## src/cmg_pkg.sv

```systemverilog
// ----------------------------------------------------------------------------
// cmg_pkg
// Shared types, constants and calendar tables for the month grid block.
// ----------------------------------------------------------------------------
package cmg_pkg;

   // Field widths of the request and response words.
   localparam int OP_W    = 2;
   localparam int YEAR_W  = 14;
   localparam int MONTH_W = 4;
   localparam int DAY_W   = 5;
   localparam int WHICH_W = 2;
   localparam int LEAD_W  = 3;
   localparam int TRAIL_W = 4;

   // Default number of cells in the six-week grid.
   localparam int GRID_CELLS_DEF = 42;

   // Request operation codes.
   localparam logic [OP_W-1:0] OP_SET  = 2'd0;
   localparam logic [OP_W-1:0] OP_PREV = 2'd1;
   localparam logic [OP_W-1:0] OP_NEXT = 2'd2;

   // Which month a cell belongs to.
   localparam logic [WHICH_W-1:0] WHICH_PREV = 2'd0;
   localparam logic [WHICH_W-1:0] WHICH_CUR  = 2'd1;
   localparam logic [WHICH_W-1:0] WHICH_NEXT = 2'd2;

   // Year and month limits and reset values.
   localparam logic [YEAR_W-1:0]  YEAR_MIN        = 14'd1;
   localparam logic [YEAR_W-1:0]  YEAR_MAX        = 14'd9999;
   localparam logic [YEAR_W-1:0]  YEAR_RESET      = 14'd2000;
   localparam logic [MONTH_W-1:0] MONTH_FIRST     = 4'd1;
   localparam logic [MONTH_W-1:0] MONTH_FEB       = 4'd2;
   localparam logic [MONTH_W-1:0] MONTH_MAR       = 4'd3;
   localparam logic [MONTH_W-1:0] MONTHS_PER_YEAR = 4'd12;

   // Division by 100 through a reciprocal: exact for values up to 9999.
   localparam int               DIV100_MULT_W = 13;
   localparam logic [12:0]      DIV100_MULT   = 13'd5243;
   localparam int               DIV100_SHIFT  = 19;
   localparam int               Q100_W        = 7;
   localparam int               PROD_W        = YEAR_W + DIV100_MULT_W;

   // Width of the weekday sum before reduction modulo seven.
   localparam int               SUM_W         = 15;
   localparam logic [3:0]       DAYS_PER_WEEK = 4'd7;

   // Month parameters handed from the date pipeline to the cell generator.
   typedef struct packed {
      logic [YEAR_W-1:0]  year;
      logic [MONTH_W-1:0] month;
      logic [LEAD_W-1:0]  lead;
      logic [TRAIL_W-1:0] trail;
      logic [DAY_W-1:0]   dim;
      logic [DAY_W-1:0]   prev_dim;
   } grid_info_type;

   // Number of days in a month, given whether the year is a leap year.
   function automatic logic [DAY_W-1:0] month_len(input logic [MONTH_W-1:0] m,
                                                  input logic leap);
      logic [DAY_W-1:0] d;
      d = 5'd31;
      if (m == MONTH_FEB) begin
         d = leap ? 5'd29 : 5'd28;
      end else if (m inside {4'd4, 4'd6, 4'd9, 4'd11}) begin
         d = 5'd30;
      end
      return d;
   endfunction

   // Month offset of the weekday formula.
   function automatic logic [2:0] dow_offset(input logic [MONTH_W-1:0] m);
      logic [2:0] r;
      case (m)
         4'd1:    r = 3'd0;
         4'd2:    r = 3'd3;
         4'd3:    r = 3'd2;
         4'd4:    r = 3'd5;
         4'd5:    r = 3'd0;
         4'd6:    r = 3'd3;
         4'd7:    r = 3'd5;
         4'd8:    r = 3'd1;
         4'd9:    r = 3'd4;
         4'd10:   r = 3'd6;
         4'd11:   r = 3'd2;
         4'd12:   r = 3'd4;
         default: r = 3'd0;
      endcase
      return r;
   endfunction

endpackage

```

## src/calendar_month_grid.sv

```systemverilog
// ----------------------------------------------------------------------------
// calendar_month_grid
// Monday-first six-week month grid on the proleptic Gregorian calendar.
// ----------------------------------------------------------------------------
// Each request word sets the shown year and month, or steps one month back or
// forward (saturating at January of year 1 and December of year 9999), or
// keeps them (unused operation code), and yields GRID_CELLS response words,
// one per grid cell in row-major order. The cell generator sends one word per
// cycle while rsp_ready stays high; that single output port sets the
// throughput. The first cell of a request leaves through the state register,
// a three-stage date pipeline and the cell generator's registers. Up to four
// further requests are taken while a grid is still being sent.
module calendar_month_grid #(
   parameter int GRID_CELLS = cmg_pkg::GRID_CELLS_DEF
) (
   input  logic                          clock,
   input  logic                          reset,
   input  logic                          req_valid,
   output logic                          req_ready,
   input  logic [cmg_pkg::OP_W-1:0]      req_op,
   input  logic [cmg_pkg::YEAR_W-1:0]    req_new_year,
   input  logic [cmg_pkg::MONTH_W-1:0]   req_new_month,
   output logic                          rsp_valid,
   input  logic                          rsp_ready,
   output logic [$clog2(GRID_CELLS)-1:0] rsp_cell_index,
   output logic [cmg_pkg::DAY_W-1:0]     rsp_day_number,
   output logic [cmg_pkg::WHICH_W-1:0]   rsp_which_month,
   output logic [cmg_pkg::YEAR_W-1:0]    rsp_shown_year,
   output logic [cmg_pkg::MONTH_W-1:0]   rsp_shown_month,
   output logic [cmg_pkg::LEAD_W-1:0]    rsp_lead_cells,
   output logic [cmg_pkg::TRAIL_W-1:0]   rsp_trail_cells,
   output logic                          rsp_last_cell
);
   import cmg_pkg::*;

   logic               st_v_ff;
   logic [YEAR_W-1:0]  year_held_ff, year_held_in;
   logic [MONTH_W-1:0] month_held_ff, month_held_in;
   logic               st_load;
   logic               mi_ready, mi_valid, cg_ready;
   grid_info_type      mi_info;

   // The held state doubles as the word handed to the date pipeline.
   assign req_ready = !st_v_ff || mi_ready;
   assign st_load   = req_valid && req_ready;

   // Next shown year and month.
   always_comb begin
      year_held_in  = year_held_ff;
      month_held_in = month_held_ff;
      case (req_op)
         OP_SET: begin
            if (req_new_year < YEAR_MIN) begin
               year_held_in = YEAR_MIN;
            end else if (req_new_year > YEAR_MAX) begin
               year_held_in = YEAR_MAX;
            end else begin
               year_held_in = req_new_year;
            end
            if (req_new_month < MONTH_FIRST) begin
               month_held_in = MONTH_FIRST;
            end else if (req_new_month > MONTHS_PER_YEAR) begin
               month_held_in = MONTHS_PER_YEAR;
            end else begin
               month_held_in = req_new_month;
            end
         end
         OP_PREV: begin
            if (month_held_ff > MONTH_FIRST) begin
               month_held_in = month_held_ff - 4'd1;
            end else if (year_held_ff > YEAR_MIN) begin
               year_held_in  = year_held_ff - 14'd1;
               month_held_in = MONTHS_PER_YEAR;
            end
         end
         OP_NEXT: begin
            if (month_held_ff < MONTHS_PER_YEAR) begin
               month_held_in = month_held_ff + 4'd1;
            end else if (year_held_ff < YEAR_MAX) begin
               year_held_in  = year_held_ff + 14'd1;
               month_held_in = MONTH_FIRST;
            end
         end
         default: begin
            year_held_in  = year_held_ff;
            month_held_in = month_held_ff;
         end
      endcase
   end

   // Shown year and month, and whether a word waits for the date pipeline.
   always_ff @(posedge clock) begin
      if (reset) begin
         st_v_ff       <= 1'b0;
         year_held_ff  <= YEAR_RESET;
         month_held_ff <= MONTH_FIRST;
      end else begin
         if (st_load) begin
            st_v_ff       <= 1'b1;
            year_held_ff  <= year_held_in;
            month_held_ff <= month_held_in;
         end else if (mi_ready) begin
            st_v_ff <= 1'b0;
         end
      end
   end

   // Grid layout of the shown month.
   cmg_month_info #(
      .GRID_CELLS (GRID_CELLS)
   ) u_month_info (
      .clock     (clock),
      .reset     (reset),
      .in_valid  (st_v_ff),
      .in_ready  (mi_ready),
      .in_year   (year_held_ff),
      .in_month  (month_held_ff),
      .out_valid (mi_valid),
      .out_ready (cg_ready),
      .out_info  (mi_info)
   );

   // One response word per grid cell.
   cmg_cell_gen #(
      .GRID_CELLS (GRID_CELLS)
   ) u_cell_gen (
      .clock           (clock),
      .reset           (reset),
      .in_valid        (mi_valid),
      .in_ready        (cg_ready),
      .in_info         (mi_info),
      .rsp_valid       (rsp_valid),
      .rsp_ready       (rsp_ready),
      .rsp_cell_index  (rsp_cell_index),
      .rsp_day_number  (rsp_day_number),
      .rsp_which_month (rsp_which_month),
      .rsp_shown_year  (rsp_shown_year),
      .rsp_shown_month (rsp_shown_month),
      .rsp_lead_cells  (rsp_lead_cells),
      .rsp_trail_cells (rsp_trail_cells),
      .rsp_last_cell   (rsp_last_cell)
   );

endmodule

```

## src/cmg_month_info.sv

```systemverilog
// ----------------------------------------------------------------------------
// cmg_month_info
// Three-stage pipeline that turns a year and month into the grid layout:
// weekday of the first day, leading and trailing cell counts, month lengths.
// ----------------------------------------------------------------------------
module cmg_month_info #(
   parameter int GRID_CELLS = cmg_pkg::GRID_CELLS_DEF
) (
   input  logic                         clock,
   input  logic                         reset,
   input  logic                         in_valid,
   output logic                         in_ready,
   input  logic [cmg_pkg::YEAR_W-1:0]   in_year,
   input  logic [cmg_pkg::MONTH_W-1:0]  in_month,
   output logic                         out_valid,
   input  logic                         out_ready,
   output cmg_pkg::grid_info_type       out_info
);
   import cmg_pkg::*;

   localparam int CW = $clog2(GRID_CELLS);

   // Stage valids and handshake between stages.
   logic b_v_ff, c_v_ff, d_v_ff;
   logic b_load, c_load, d_load;
   logic b_free, c_free, d_free;

   assign d_free   = !d_v_ff || out_ready;
   assign d_load   = c_v_ff && d_free;
   assign c_free   = !c_v_ff || d_load;
   assign c_load   = b_v_ff && c_free;
   assign b_free   = !b_v_ff || c_load;
   assign b_load   = in_valid && b_free;
   assign in_ready = b_free;
   assign out_valid = d_v_ff;

   always_ff @(posedge clock) begin
      if (reset) begin
         b_v_ff <= 1'b0;
         c_v_ff <= 1'b0;
         d_v_ff <= 1'b0;
      end else begin
         if (b_load) begin
            b_v_ff <= 1'b1;
         end else if (c_load) begin
            b_v_ff <= 1'b0;
         end
         if (c_load) begin
            c_v_ff <= 1'b1;
         end else if (d_load) begin
            c_v_ff <= 1'b0;
         end
         if (d_load) begin
            d_v_ff <= 1'b1;
         end else if (out_ready) begin
            d_v_ff <= 1'b0;
         end
      end
   end

   // Stage b: the weekday year (January and February count with the year
   // before) and both years divided by 100 through reciprocal multiplies.
   logic [YEAR_W-1:0]  yy_in;
   logic [PROD_W-1:0]  prod_yy, prod_y;
   logic [YEAR_W-1:0]  b_year_ff, b_yy_ff;
   logic [MONTH_W-1:0] b_month_ff;
   logic [Q100_W-1:0]  b_q100yy_ff, b_q100y_ff;

   assign yy_in   = (in_month < MONTH_MAR) ? in_year - YEAR_MIN : in_year;
   assign prod_yy = PROD_W'(yy_in) * PROD_W'(DIV100_MULT);
   assign prod_y  = PROD_W'(in_year) * PROD_W'(DIV100_MULT);

   always_ff @(posedge clock) begin
      if (b_load) begin
         b_year_ff   <= in_year;
         b_month_ff  <= in_month;
         b_yy_ff     <= yy_in;
         b_q100yy_ff <= prod_yy[DIV100_SHIFT+Q100_W-1:DIV100_SHIFT];
         b_q100y_ff  <= prod_y[DIV100_SHIFT+Q100_W-1:DIV100_SHIFT];
      end
   end

   // Stage c: the weekday sum and the leap year test.
   logic [SUM_W-1:0]   sum_in;
   logic [YEAR_W-1:0]  y100;
   logic               leap_in;
   logic [SUM_W-1:0]   c_sum_ff;
   logic               c_leap_ff;
   logic [YEAR_W-1:0]  c_year_ff;
   logic [MONTH_W-1:0] c_month_ff;

   assign sum_in = SUM_W'(b_yy_ff) + SUM_W'(b_yy_ff >> 2) - SUM_W'(b_q100yy_ff)
                 + SUM_W'(b_q100yy_ff >> 2) + SUM_W'(dow_offset(b_month_ff))
                 + SUM_W'(1);
   assign y100    = YEAR_W'(b_q100y_ff) * YEAR_W'(100);
   assign leap_in = (b_year_ff[1:0] == 2'd0)
                 && ((b_year_ff != y100) || (b_q100y_ff[1:0] == 2'd0));

   always_ff @(posedge clock) begin
      if (c_load) begin
         c_sum_ff   <= sum_in;
         c_leap_ff  <= leap_in;
         c_year_ff  <= b_year_ff;
         c_month_ff <= b_month_ff;
      end
   end

   // Stage d: reduce the sum modulo seven by folding octal digits, since
   // eight is one more than seven, then derive the grid layout.
   logic [5:0]         fold1;
   logic [3:0]         fold2;
   logic [2:0]         dow;
   logic [LEAD_W-1:0]  lead_in;
   logic [DAY_W-1:0]   dim_in, prev_dim_in;
   logic [CW-1:0]      trail_full;
   grid_info_type      info_ff;

   assign fold1 = 6'(c_sum_ff[2:0]) + 6'(c_sum_ff[5:3]) + 6'(c_sum_ff[8:6])
                + 6'(c_sum_ff[11:9]) + 6'(c_sum_ff[14:12]);
   assign fold2 = 4'(fold1[2:0]) + 4'(fold1[5:3]);
   assign dow   = (fold2 >= DAYS_PER_WEEK) ? 3'(fold2 - DAYS_PER_WEEK) : 3'(fold2);

   // Sunday leads six cells, Monday a full week, other days one fewer.
   always_comb begin
      if (dow == 3'd0) begin
         lead_in = 3'd6;
      end else if (dow == 3'd1) begin
         lead_in = 3'd7;
      end else begin
         lead_in = dow - 3'd1;
      end
   end

   assign dim_in      = month_len(c_month_ff, c_leap_ff);
   assign prev_dim_in = (c_month_ff == MONTH_FIRST) ? 5'd31
                      : month_len(c_month_ff - MONTH_FIRST, c_leap_ff);
   assign trail_full  = CW'(GRID_CELLS) - CW'(lead_in) - CW'(dim_in);

   always_ff @(posedge clock) begin
      if (d_load) begin
         info_ff.year     <= c_year_ff;
         info_ff.month    <= c_month_ff;
         info_ff.lead     <= lead_in;
         info_ff.trail    <= TRAIL_W'(trail_full);
         info_ff.dim      <= dim_in;
         info_ff.prev_dim <= prev_dim_in;
      end
   end

   assign out_info = info_ff;

endmodule

```

## src/cmg_cell_gen.sv

```systemverilog
// ----------------------------------------------------------------------------
// cmg_cell_gen
// Walks the grid one cell per cycle when not stalled; registers the response.
// ----------------------------------------------------------------------------
module cmg_cell_gen #(
   parameter int GRID_CELLS = cmg_pkg::GRID_CELLS_DEF
) (
   input  logic                          clock,
   input  logic                          reset,
   input  logic                          in_valid,
   output logic                          in_ready,
   input  cmg_pkg::grid_info_type        in_info,
   output logic                          rsp_valid,
   input  logic                          rsp_ready,
   output logic [$clog2(GRID_CELLS)-1:0] rsp_cell_index,
   output logic [cmg_pkg::DAY_W-1:0]     rsp_day_number,
   output logic [cmg_pkg::WHICH_W-1:0]   rsp_which_month,
   output logic [cmg_pkg::YEAR_W-1:0]    rsp_shown_year,
   output logic [cmg_pkg::MONTH_W-1:0]   rsp_shown_month,
   output logic [cmg_pkg::LEAD_W-1:0]    rsp_lead_cells,
   output logic [cmg_pkg::TRAIL_W-1:0]   rsp_trail_cells,
   output logic                          rsp_last_cell
);
   import cmg_pkg::*;

   localparam int CW = $clog2(GRID_CELLS);
   localparam logic [CW-1:0] CELL_LAST = CW'(GRID_CELLS - 1);

   logic               gen_v_ff;
   logic [CW-1:0]      cell_ff;
   logic [DAY_W-1:0]   day_ff;
   logic [WHICH_W-1:0] which_ff;
   grid_info_type      info_ff;
   logic               rsp_v_ff;

   logic               out_load, is_last, gen_free, gen_load;

   assign out_load = gen_v_ff && (!rsp_v_ff || rsp_ready);
   assign is_last  = (cell_ff == CELL_LAST);
   assign gen_free = !gen_v_ff || (out_load && is_last);
   assign gen_load = in_valid && gen_free;
   assign in_ready = gen_free;

   // Generator control: busy from loading a month until its last cell leaves.
   always_ff @(posedge clock) begin
      if (reset) begin
         gen_v_ff <= 1'b0;
      end else if (gen_load) begin
         gen_v_ff <= 1'b1;
      end else if (out_load && is_last) begin
         gen_v_ff <= 1'b0;
      end
   end

   // Cell stepper: previous-month days run up to their month end, then the
   // shown month from one, then the next month from one.
   always_ff @(posedge clock) begin
      if (gen_load) begin
         info_ff  <= in_info;
         cell_ff  <= '0;
         day_ff   <= in_info.prev_dim - DAY_W'(in_info.lead) + 5'd1;
         which_ff <= WHICH_PREV;
      end else if (out_load) begin
         cell_ff <= cell_ff + CW'(1);
         if ((which_ff == WHICH_PREV) && (day_ff == info_ff.prev_dim)) begin
            day_ff   <= 5'd1;
            which_ff <= WHICH_CUR;
         end else if ((which_ff == WHICH_CUR) && (day_ff == info_ff.dim)) begin
            day_ff   <= 5'd1;
            which_ff <= WHICH_NEXT;
         end else begin
            day_ff <= day_ff + 5'd1;
         end
      end
   end

   // Response register valid.
   always_ff @(posedge clock) begin
      if (reset) begin
         rsp_v_ff <= 1'b0;
      end else if (out_load) begin
         rsp_v_ff <= 1'b1;
      end else if (rsp_ready) begin
         rsp_v_ff <= 1'b0;
      end
   end

   // Response register payload.
   always_ff @(posedge clock) begin
      if (out_load) begin
         rsp_cell_index  <= cell_ff;
         rsp_day_number  <= day_ff;
         rsp_which_month <= which_ff;
         rsp_shown_year  <= info_ff.year;
         rsp_shown_month <= info_ff.month;
         rsp_lead_cells  <= info_ff.lead;
         rsp_trail_cells <= info_ff.trail;
         rsp_last_cell   <= is_last;
      end
   end

   assign rsp_valid = rsp_v_ff;

endmodule

```

## config.mk

```make
export PLATFORM = sky130hd
export DESIGN_NAME = calendar_month_grid
export DESIGN_NICKNAME = d
export VERILOG_FILES = /design/src/cmg_pkg.sv /design/src/calendar_month_grid.sv /design/src/cmg_month_info.sv /design/src/cmg_cell_gen.sv
export SDC_FILE = /design/constraint.sdc
export NUM_CORES = 1
export LEC_CHECK = 0
export BUFFER_PORTS_ARGS = -buffer_cell sky130_fd_sc_hd__clkbuf_2
export CORE_MARGIN = 2
export CORE_UTILIZATION = 35
export DETAILED_ROUTE_END_ITERATION = 16
export MAX_ROUTING_LAYER = met4
export RECOVER_POWER = 100
export SLEW_MARGIN = 10
export SYNTH_ARGS = -nofsm -noshare
export SYNTH_HDL_FRONTEND = slang
export SYNTH_SLANG_ARGS = --single-unit
```

## constraint.sdc

```tcl
create_clock -name clock -period 7.2 [get_ports clock]
set_input_delay 1.44 -clock clock [delete_from_list [all_inputs] [get_ports clock]]
set_output_delay 1.44 -clock clock [all_outputs]
set_load 0.03 [all_outputs]
```

==> reports/metrics.yaml, run 1 <==
status: "complete, but fails checks"
violations: "max-capacitance violations, max-slew violations"
hold_path_depth: 0
routed_wl_microns: 36000
ys_seq_elements: 217
reg2reg_slack_ps: 470
clk_path_buf_depth: 3
finClkSkew_ps: 11.4
worst_r2r_path_depth: 24
synth-async-reset-ratio: 0
start_util: 0.352
nets: 2200
reg2reg_to: "u_month_info.b_q100yy_ff[6]"
setup_violations: 0
busiest_layer: "met2"
path_max_fanout: 7
synth_top_area_share: 0.304
synth_cell_types: 74
cts_tree: "yes"
finalCritPeriodShare: 0.935
wl_per_cell_microns: 15.0
fillers: 5002
globalRoute.totalOverflow: 0
maxSlewViolCount: 160
endpoint_kind: "register"
grt_start_max_net_pins: 48
diodes: 0
postSynthCellCount: 1600
antenna_found_initial: 0
gp_congestion: 0.893
crit_start: "year_held_ff[1]"
final-hold-violation-count: 0
cts_buffers: 24
core_sq_um: 51100
rows: 83
grt_use_met2: 0.234
max_freq_mhz: 149
synth_edf_count: 182
worstMarginPinSlew_ps: 2660
synth_ff_type: "edfxtp_1"
drt_first_pass_iters: 5
synth.top_cells.by_area: "edfxtp_1 (30%), ha_1 (22%), fa_1 (17%)"
drive_above_1_share: 0.0563
vias_per_cell: 4.73
die_h_microns: 231
max_cap_viol_count: 4
gr-usage-all-layers: 0.144
slew_headroom: -0.774
crit_path_start_kind: "register"
met3_usage: 0.0174
yosys_warnings: 0
ant_nets: 0
finalWorstPathRequiredPeriod_ps: 6730
grtUsageMet1: 0.191
htreeDepth: 1
area_delta_synth_final_pct: 11.2
min_from: "u_month_info.out_info[34]"
grt_pass1_vias: 12032
die_w_microns: 231
cts.root.buffer_cell: "clkbuf_16"
cp.required_ps: 7460
drt_iter0_markers: 491
portBuffers: 64
synth_area_sq_um: 18000
path_clk_slew_ps: 70
grt_pass1_wl_microns: 60800
synth_area_leader_cell: "edfxtp_1"
drc_errors: 0
arrival_ps: 6990
rsz0062_at_grt: "false"
num_vias: 11366
rr_startpoint: "year_held_ff[1]"
cts-hold-fix-buffers: 0
syn_area_per_cell_sq_um: 11.3
clkLatencyLatePin_ps: 520
synthesis.nets: 2095
cts.sinks: 217
hold_end: "u_cell_gen.info_ff[34]"
ioPinCount: 65
path_class: "reg2reg"
yosysSeqAreaShare: 0.343
final.setup.tns_ps: 0
dp_hpwl_microns: 29900
die_area_sq_um: 53300
min_path_type: "reg2reg"
worst max path at each step:
stage	to	slack, ps	cells after the start
global placement	u_month_info.b_q100yy_ff[6]	340	25
CTS	u_month_info.b_q100yy_ff[6]	180	24
global route	u_month_info.b_q100yy_ff[6]	70	25
detailed placement	u_month_info.b_q100yy_ff[6]	250	25
floorplan	u_month_info.b_q100yy_ff[6]	490	24
finish	u_month_info.b_q100yy_ff[6]	470	24
metrics by stage:
stage / cell area, sq um / setup WS (ps) / hold slack [ps] / utilization / std cells
6_report: 20000 / 471 / 410 / 0.392 / 2403
5_1_grt: 20000 / 68.0 / 416 / 0.392 / 2403
4_1_cts: 20100 / 180 / 412 / 0.394 / 2401
3_5_place_dp: 19300 / 249 / 405 / 0.379 / 2357
3_3_place_gp: 19300 / 343 / 401 / 0.379 / 2357
2_1_floorplan: 18000 / 487 / 400 / - / 1600
critical path, stage by stage (launching register included):
cell,delay (ps)
dfxtp_1,460
inv_2,140
ha_1,220
a21boi_4,160
o21ai_2,250
a21oi_4,120
o21ai_2,230
nor2_1,110
xnor2_2,270
ha_1,320
fa_1,560
fa_1,450
fa_1,500
inv_1,60
fa_1,530
inv_1,40
ha_1,320
a22o_1,210
nor4_1,200
o211ai_1,210
a31o_2,310
o41a_1,350
a21oi_1,250
o21bai_1,110
xnor2_1,120
cell families (layout without fill, tap and decap cells):
| kind of cell | after synthesis | count (layout) | share of synthesized area |
|---|---|---|---|
| buffers and inverters | 379 | 502 | 0.0794 |
| AO/OA/AOI/OAI | 203 | 203 | 0.0803 |
| multiplexers | 12 | 12 | 0.00681 |
| AND/OR/NAND/NOR | 238 | 238 | 0.0616 |
| XOR/XNOR | 80 | 80 | 0.0389 |
| flip-flops | 217 | 217 | 0.343 |
| adder cells (fa/ha/maj) | 471 | 471 | 0.390 |
synthesized netlist by cell type, types with 3 or more instances:
master    number
ha_1         320
o31ai_1        6
nor2_1        78
or2_2          3
a32oi_1        3
fa_1         151
nor4_1         9
o22ai_1        8
and3_1         6
a211o_1        3
o21ai_0       25
o21bai_1       6
a21o_1        11
nand2b_1       5
a21boi_0       4
o21a_1         7
edfxtp_1     182
nand2_1       65
o221a_2        3
o211ai_1       8
o221ai_1       3
xor2_1        25
a31oi_1        7
nand4_1       11
and2_1         6
nand3_1       16
a221oi_1       8
xnor2_1       55
a21oi_1       52
clkbuf_1      17
nor3_1        22
or3_1          4
nor2b_1        5
a211oi_1      14
inv_1        358
a311oi_1       4
mux2i_1       10
dfxtp_1       35
layout make-up:
type | count | area, sq um | area share
Timing Repair Buffer | 99 | 460 | 0.0230
Sequential cell | 217 | 6170 | 0.308
Clock buffer | 40 | 764 | 0.0382
Clock inverter | 4 | 31.3 | 0.00156
Inverter | 359 | 1350 | 0.0673
Tap cell | 680 | 851 | 0.0425
Multi-Input combinational cell | 1004 | 10400 | 0.520
cell usage in the layout (no fill, tap or decap), drive strengths merged, types with 10 or more instances in the layout:
cell,netlist,final
a211oi,14,14
a21o,11,11
a21oi,53,53
buf,3,17
clkbuf,17,122
dfxtp,35,35
edfxtp,182,182
fa,151,151
ha,320,320
inv,358,359
mux2i,10,10
nand2,65,65
nand3,17,17
nand4,11,11
nor2,78,78
nor3,23,23
o21ai,28,28
xnor2,55,55
xor2,25,25
registers in the layout, indices dropped and copies added, names as in the netlist, 5 cells and up, named ones only:
register and cells:
u_month_info.b_q100yy_ff 7, u_month_info.b_yy_ff 14, u_month_info.c_year_ff 14, u_month_info.out_info 29
u_cell_gen.info_ff 29, u_month_info.c_sum_ff 15, u_cell_gen.day_ff 5, year_held_ff 14
u_cell_gen.rsp_cell_index 6, u_cell_gen.cell_ff 6, u_cell_gen.rsp_shown_year 14, u_month_info.b_year_ff 14
u_month_info.b_q100y_ff 7, u_cell_gen.rsp_day_number 5
metal layers:
metal / up-vias / part of all wire / wire length [microns]
met2: 272 / 0.46 / 16600
met4: 0 / 0.023 / 842
met1: 5463 / 0.47 / 16800
met3: 50 / 0.050 / 1790
li1: 5581 / - / -
met5: - / 0 / 0
repair_timing:
item	CTS	global route
setup endpoints to repair	0	2
setup buffers	0	2
gates resized for setup	0	5
Power of run 1 is not shown: default switching activity piles up to over one toggle a cycle in this logic, so the estimate is an artifact.
==> run 2: changes to the inputs <==
--- a/config.mk
+++ b/config.mk
@@ -14,4 +14,5 @@
 export SLEW_MARGIN = 10
 export SYNTH_ARGS = -nofsm -noshare
 export SYNTH_HDL_FRONTEND = slang
+export SYNTH_HIERARCHICAL = 1
 export SYNTH_SLANG_ARGS = --single-unit
==> reports/metrics.yaml, run 2 <==
status: "complete, but fails checks"  # unchanged
violations: "max-capacitance violations, max-slew violations"  # unchanged
path_delay_family: "adder cells"  # unchanged
grt_pass1_vias: 12763  # was 12032
min_path_type: "reg2reg"  # unchanged
path_clk_slew_ps: 60  # was 70 ps
path_class: "reg2reg"  # unchanged
cp.required_ps: 7470  # was 7460 ps
crit_path_start_kind: "register"  # unchanged
largest_register_ffs: 35
core_sq_um: 52800  # was 51100 sq um
drive_above_1_share: 0.0535  # was 0.0563
max_cap_viol_count: 4  # unchanged
nets: 2244  # was 2200
hold_end: "u_month_info/out_info[27]"  # was u_cell_gen.info_ff[34]
worst_r2r_path_depth: 24  # unchanged
slew_headroom: -2.08  # was -0.774
rsz0062_at_grt: "false"  # unchanged
min_from: "u_month_info/c_year_ff[6]"  # was u_month_info.out_info[34]
cts_tree: "yes"  # unchanged
endpoint_kind: "register"  # unchanged
die_w_microns: 235  # was 231 microns
area_delta_synth_final_pct: 9.59  # was 11.2%
ant_nets: 0  # unchanged
arrival_ps: 6910  # was 6990 ps
cts-hold-fix-buffers: 0  # unchanged
synth_area_leader_cell: "edfxtp_1"  # unchanged
wl_per_cell_microns: 15.8  # was 15.0 microns
antenna_found_initial: 0  # unchanged
cts.sinks: 223  # was 217
cpPeakStageDelay_ps: 580  # was 560 ps
met3_usage: 0.0196  # was 0.0174
cts_resized: 0  # unchanged
vias_per_cell: 4.85  # was 4.73
portBuffers: 64  # unchanged
dp.cells: 2425  # was 2357
die_h_microns: 235  # was 231 microns
postSynthCellCount: 1668  # was 1600
diodes: 0  # unchanged
yosys_warnings: 6  # was 0
max_freq_mhz: 151  # was 149 MHz
setup_violations: 0  # unchanged
reg2reg_to: "u_month_info/b_q100yy_ff[6]"  # was u_month_info.b_q100yy_ff[6]
syn_area_per_cell_sq_um: 11.2  # was 11.3 sq um
synth.top_cells.by_area: "edfxtp_1 (30%), ha_1 (21%), fa_1 (16%)"  # was edfxtp_1 (30%), ha_1 (22%), fa_1 (17%)
final-hold-violation-count: 0  # unchanged
globalRoute.totalOverflow: 0  # unchanged
synth_ff_type: "edfxtp_1"  # unchanged
post-cts-setup-buffer-count: 0  # unchanged
synth-async-reset-ratio: 0  # unchanged
routed_wl_microns: 39000  # was 36000 microns
cts_buffers: 22  # was 24
largest-register: "u_cell_gen/info_ff"
grt_pass1_wl_microns: 65300  # was 60800 microns
ys_seq_elements: 223  # was 217
cp_cell_sequence: "inv_1 > ha_1 > nand2b_1 > nand4_1 > nand2_1 > nand2_1 > a21oi_1 > xnor2_1 > clkbuf_1 > inv_1 > fa_1 > ha_1 > fa_1 > fa_1 > inv_1 > fa_1 > inv_1 > ha_1 > a211oi_1 > a21oi_1 > or4_4 > o21ai_4 > o21ai_0 > xnor2_1"  # was inv_2 > ha_1 > a21boi_4 > o21ai_2 > a21oi_4 > o21ai_2 > nor2_1 > xnor2_2 > ha_1 > fa_1 > fa_1 > fa_1 > inv_1 > fa_1 > inv_1 > ha_1 > a22o_1 > nor4_1 > o211ai_1 > a31o_2 > o41a_1 > a21oi_1 > o21bai_1 > xnor2_1
drt_iter0_markers: 648  # was 491
finalCritPeriodShare: 0.922  # was 0.935
drt_first_pass_iters: 5  # unchanged
busiest_layer: "met2"  # unchanged
finalWorstPathRequiredPeriod_ps: 6640  # was 6730 ps
maxSlewViolCount: 158  # was 160
cts.root.buffer_cell: "clkbuf_16"  # unchanged
clkLatencyLatePin_ps: 520  # about the same
final_common_cell: "inv_1"  # unchanged
grt_use_met2: 0.246  # was 0.234
synth_edf_count: 188  # was 182
num_vias: 11952  # was 11366
rr_startpoint: "year_held_ff[1]"  # unchanged
gr-usage-all-layers: 0.149  # was 0.144
start_util: 0.355  # was 0.352
clk_path_buf_depth: 3  # unchanged
reg2reg_slack_ps: 560  # was 470 ps
cp_num_buf_inv: 5  # was 3
ioPinCount: 65  # unchanged
gp_congestion: 0.868  # was 0.893
synth_most_common_cell: "inv_1"  # unchanged
drc_errors: 0  # unchanged
rows: 84  # was 83
synth_cell_types: 89  # was 74
synthTopCellsByCount: "inv_1 (359), ha_1 (307), edfxtp_1 (188)"  # was inv_1 (358), ha_1 (320), edfxtp_1 (182)
grt_start_max_net_pins: 47  # was 48
dp_hpwl_microns: 31500  # was 29900 microns
final_cell_mix: "inv_1 (359), ha_1 (307), edfxtp_1 (188)"  # was inv_1 (356), ha_1 (320), edfxtp_1 (182)
grtUsageMet1: 0.192  # was 0.191
yosysSeqAreaShare: 0.339  # was 0.343
die_area_sq_um: 55400  # was 53300 sq um
worstMarginPinSlew_ps: 4580  # was 2660 ps
finClkSkew_ps: 13.1  # was 11.4 ps
final.setup.tns_ps: 0  # unchanged
synth_top_area_share: 0.302  # was 0.304
slowest_stage: "or4_4"  # was fa_1
path_max_fanout: 8  # was 7
htreeDepth: 1  # unchanged
hold_path_depth: 0  # unchanged
fin_cells: 2463  # was 2403
synth_area_sq_um: 18700  # was 18000 sq um
hold-worst-slack_ps: 416  # was 410 ps
[run 2: cell count changes after synthesis, moves of 9 or more]
| cell | previous run | this run |
|---|---|---|
| nand3_1 | 16 | 25 |
| nor3_1 | 22 | 7 |
| ha_1 | 320 | 307 |
| nor2_1 | 78 | 59 |
| nor2b_1 | 5 | 16 |
[run 2: cell families after synthesis]
logic type	after synthesis	share of synthesized area
adder cells (fa/ha/maj)	459	0.368
buffers and inverters	391	0.0812
AND/OR/NAND/NOR	268	0.0763
AO/OA/AOI/OAI	224	0.0866
flip-flops	223	0.339
XOR/XNOR	90	0.0425
multiplexers	12	0.00642
other	1	0.000200
[run 2: worst max path at each step]
stage,from,to,slack (ps),cells after the start
final,year_held_ff[1],u_month_info/b_q100yy_ff[6],560,24
after CTS,year_held_ff[2],u_month_info/b_q100yy_ff[5],610,23
after global placement,year_held_ff[2],u_month_info/b_q100yy_ff[5],800,23
after global routing,year_held_ff[1],u_month_info/b_q100yy_ff[6],90,24
after floorplan,year_held_ff[1],u_month_info/b_q100yy_ff[5],620,24
after detailed placement,year_held_ff[2],u_month_info/b_q100yy_ff[5],660,23
[run 2: layout make-up]
cell class | count | area (sq um)
repair buffers | 94 | 399
flip-flops and latches | 223 | 6350
inverters | 361 | 1360
multi-input cells | 1059 | 10800
clock buffers | 24 | 589
fillers | 5179 | 32200
clock inverters | 14 | 134
well taps | 688 | 861
[run 2: stage by stage]
stage | setup slack, ps | util | cell area (sq um)
after global routing | 95.0 | 0.389 | 20500
after detailed placement | 659 | 0.379 | 20000
after floorplan | 615 | - | 18700
after global placement | 800 | 0.379 | 20000
after CTS | 615 | 0.393 | 20700
final | 564 | 0.389 | 20500
[run 2: metal layers]
metal / up-vias / wire, microns / share of wire
met5: - / 0 / 0
met4: 0 / 1040 / 0.027
met3: 57 / 1800 / 0.046
met2: 227 / 18300 / 0.47
met1: 5823 / 17900 / 0.46
li1: 5845 / - / -
Power of run 2 is left out for the same reason.
==> run 3: changes to the inputs <==
--- a/config.mk
+++ b/config.mk
@@ -6,6 +6,7 @@
 export NUM_CORES = 1
 export LEC_CHECK = 0
 export BUFFER_PORTS_ARGS = -buffer_cell sky130_fd_sc_hd__clkbuf_2
+export CORE_ASPECT_RATIO = 1.75
 export CORE_MARGIN = 2
 export CORE_UTILIZATION = 35
 export DETAILED_ROUTE_END_ITERATION = 16
==> reports/metrics.yaml, run 3 (synthesis results as in run 2) <==
violations: "max-capacitance violations, max-slew violations"  # unchanged
arrival_ps: 7010  # was 6910 ps
cts-hold-fix-buffers: 0  # unchanged
final_cell_mix: "inv_1 (359), ha_1 (307), edfxtp_1 (188)"  # unchanged
grt_pass1_wl_microns: 65700  # was 65300 microns
cp_cell_sequence: "inv_1 > ha_1 > nand2b_1 > nand4_1 > nand2_1 > nand3_1 > xnor2_1 > inv_1 > fa_1 > inv_1 > ha_1 > fa_1 > fa_1 > inv_1 > fa_1 > inv_1 > ha_1 > a21o_1 > nand3_1 > a21oi_1 > or4_4 > o21ai_4 > o21ai_0 > xnor2_1"  # was inv_1 > ha_1 > nand2b_1 > nand4_1 > nand2_1 > nand2_1 > a21oi_1 > xnor2_1 > clkbuf_1 > inv_1 > fa_1 > ha_1 > fa_1 > fa_1 > inv_1 > fa_1 > inv_1 > ha_1 > a211oi_1 > a21oi_1 > or4_4 > o21ai_4 > o21ai_0 > xnor2_1
clkLatencyLatePin_ps: 520  # about the same
globalRoute.totalOverflow: 0  # unchanged
setup_violations: 0  # unchanged
path_clk_slew_ps: 80  # was 60 ps
die_h_microns: 310  # was 235 microns
final_common_cell: "inv_1"  # unchanged
cts_tree: "yes"  # unchanged
drt_iter0_markers: 414  # was 648
area_delta_synth_final_pct: 9.19  # was 9.59%
endpoint_kind: "register"  # unchanged
drc_errors: 0  # unchanged
post-cts-setup-buffer-count: 0  # unchanged
cts.sinks: 223  # unchanged
finClkSkew_ps: 23.8  # was 13.1 ps
max_freq_mhz: 148  # was 151 MHz
num_vias: 12105  # was 11952
die_area_sq_um: 55400  # about the same
rr_startpoint: "year_held_ff[1]"  # unchanged
top_layer: "met4"  # unchanged
hold_end: "u_month_info/out_info[26]"  # was u_month_info/out_info[27]
max_cap_viol_count: 6  # was 4
cp.required_ps: 7470  # about the same
path_class: "reg2reg"  # unchanged
rsz0062_at_grt: "false"  # unchanged
met2_length_microns: 23200  # was 18300 microns
hold_path_depth: 0  # unchanged
path_delay_family: "adder cells"  # unchanged
antenna_found_initial: 0  # unchanged
portBuffers: 64  # unchanged
grt_start_max_net_pins: 47  # unchanged
core_sq_um: 53100  # was 52800 sq um
worst_r2r_path_depth: 24  # unchanged
finalCritPeriodShare: 0.937  # was 0.922
die_w_microns: 179  # was 235 microns
reg2reg_slack_ps: 450  # was 560 ps
drive_above_1_share: 0.0508  # was 0.0535
gr-usage-all-layers: 0.155  # was 0.149
ant_nets: 0  # unchanged
wl_per_cell_microns: 16.4  # was 15.8 microns
clk_path_buf_depth: 3  # unchanged
ioPinCount: 65  # unchanged
maxSlewViolCount: 211  # was 158
crit_start: "year_held_ff[1]"  # unchanged
gp_congestion: 0.903  # was 0.868
routed_wl_microns: 40400  # was 39000 microns
cpPeakStageDelay_ps: 680  # was 580 ps
start_util: 0.352  # was 0.355
final.setup.tns_ps: 0  # unchanged
fillers: 5148  # was 5179
min_from: "u_month_info/c_year_ff[5]"  # was u_month_info/c_year_ff[6]
rows: 112  # was 84
drt_first_pass_iters: 5  # unchanged
slowest_stage: "xnor2_1"  # was or4_4
wl_met1_microns: 13800  # was 17900 microns
largest_register_ffs: 35  # unchanged
nets: 2243  # was 2244
vias_per_cell: 4.93  # was 4.85
cp_num_buf_inv: 5  # unchanged
grt_pass1_vias: 13004  # was 12763
final-hold-violation-count: 0  # unchanged
min_path_type: "reg2reg"  # unchanged
reg2reg_to: "u_month_info/b_q100yy_ff[6]"  # unchanged
dp_hpwl_microns: 33300  # was 31500 microns
cts_buffers: 20  # was 22
crit_path_start_kind: "register"  # unchanged
diodes: 0  # unchanged
largest-register: "u_cell_gen/info_ff"  # unchanged
crit_top_cell: "inv_1"
finalWorstPathRequiredPeriod_ps: 6750  # was 6640 ps
fin_util: 0.385  # was 0.389
worstMarginPinSlew_ps: 3220  # was 4580 ps
path_max_fanout: 5  # was 8
slew_headroom: -1.15  # was -2.08
status: "complete, but fails checks"  # unchanged
cts.root.buffer_cell: "clkbuf_16"  # unchanged
wl_met3_microns: 1340  # was 1800 microns
htreeDepth: 1  # unchanged
==> run 3: cell count changes in the layout (fill, tap and decap cells not counted), moves of 2 or more <==
| cell | change |
|---|---|
| clkbuf_1 | +4 |
| clkbuf_16 | -2 |
| clkinv_4 | +3 |
| inv_6 | -3 |
==> run 3: worst max-delay path by stage <==
stage                             endpoint  slack [ps]  depth (start not counted)
5_1_grt        u_month_info/b_q100yy_ff[6]          60                         26
3_3_place_gp   u_month_info/b_q100yy_ff[5]         510                         23
2_1_floorplan  u_month_info/b_q100yy_ff[5]         620                         24
4_1_cts        u_month_info/b_q100yy_ff[5]         330                         23
3_5_place_dp   u_month_info/b_q100yy_ff[5]         390                         23
6_report       u_month_info/b_q100yy_ff[6]         450                         24
==> run 3: metrics by stage <==
stage               hold WS [ps]  cell area (sq um)  worst slack [ps]  cells
floorplan                    400              18700               615   1673
global placement             401              20000               506   2422
detailed placement           405              20000               391   2422
CTS                          414              20600               325   2457
global route                 427              20400              55.3   2457
finish                       410              20400               454   2457
==> run 3: area by class of cell <==
cell class              count  area (sq um)  share of cell area
clock buffers              24           547              0.0267
inverters                 361          1360              0.0663
multi-input cells        1059         10800               0.530
well taps                 684           856              0.0419
flip-flops and latches    223          6350               0.310
clock inverters            11           106             0.00520
repair buffers             95           399              0.0195
==> run 3: routing by layer <==
layer	GRT usage	vias up
li1	-	5826
met1	0.149	5929
met2	0.308	251
met3	0.00990	99
met4	0.0732	0
met5	-	-
==> run 3: what timing repair did <==
item | CTS | global route
hold endpoints to repair | 0 | 0
setup endpoints to repair | 0 | 4
resized for setup | 0 | 1
Power of run 3 is left out for the same reason.
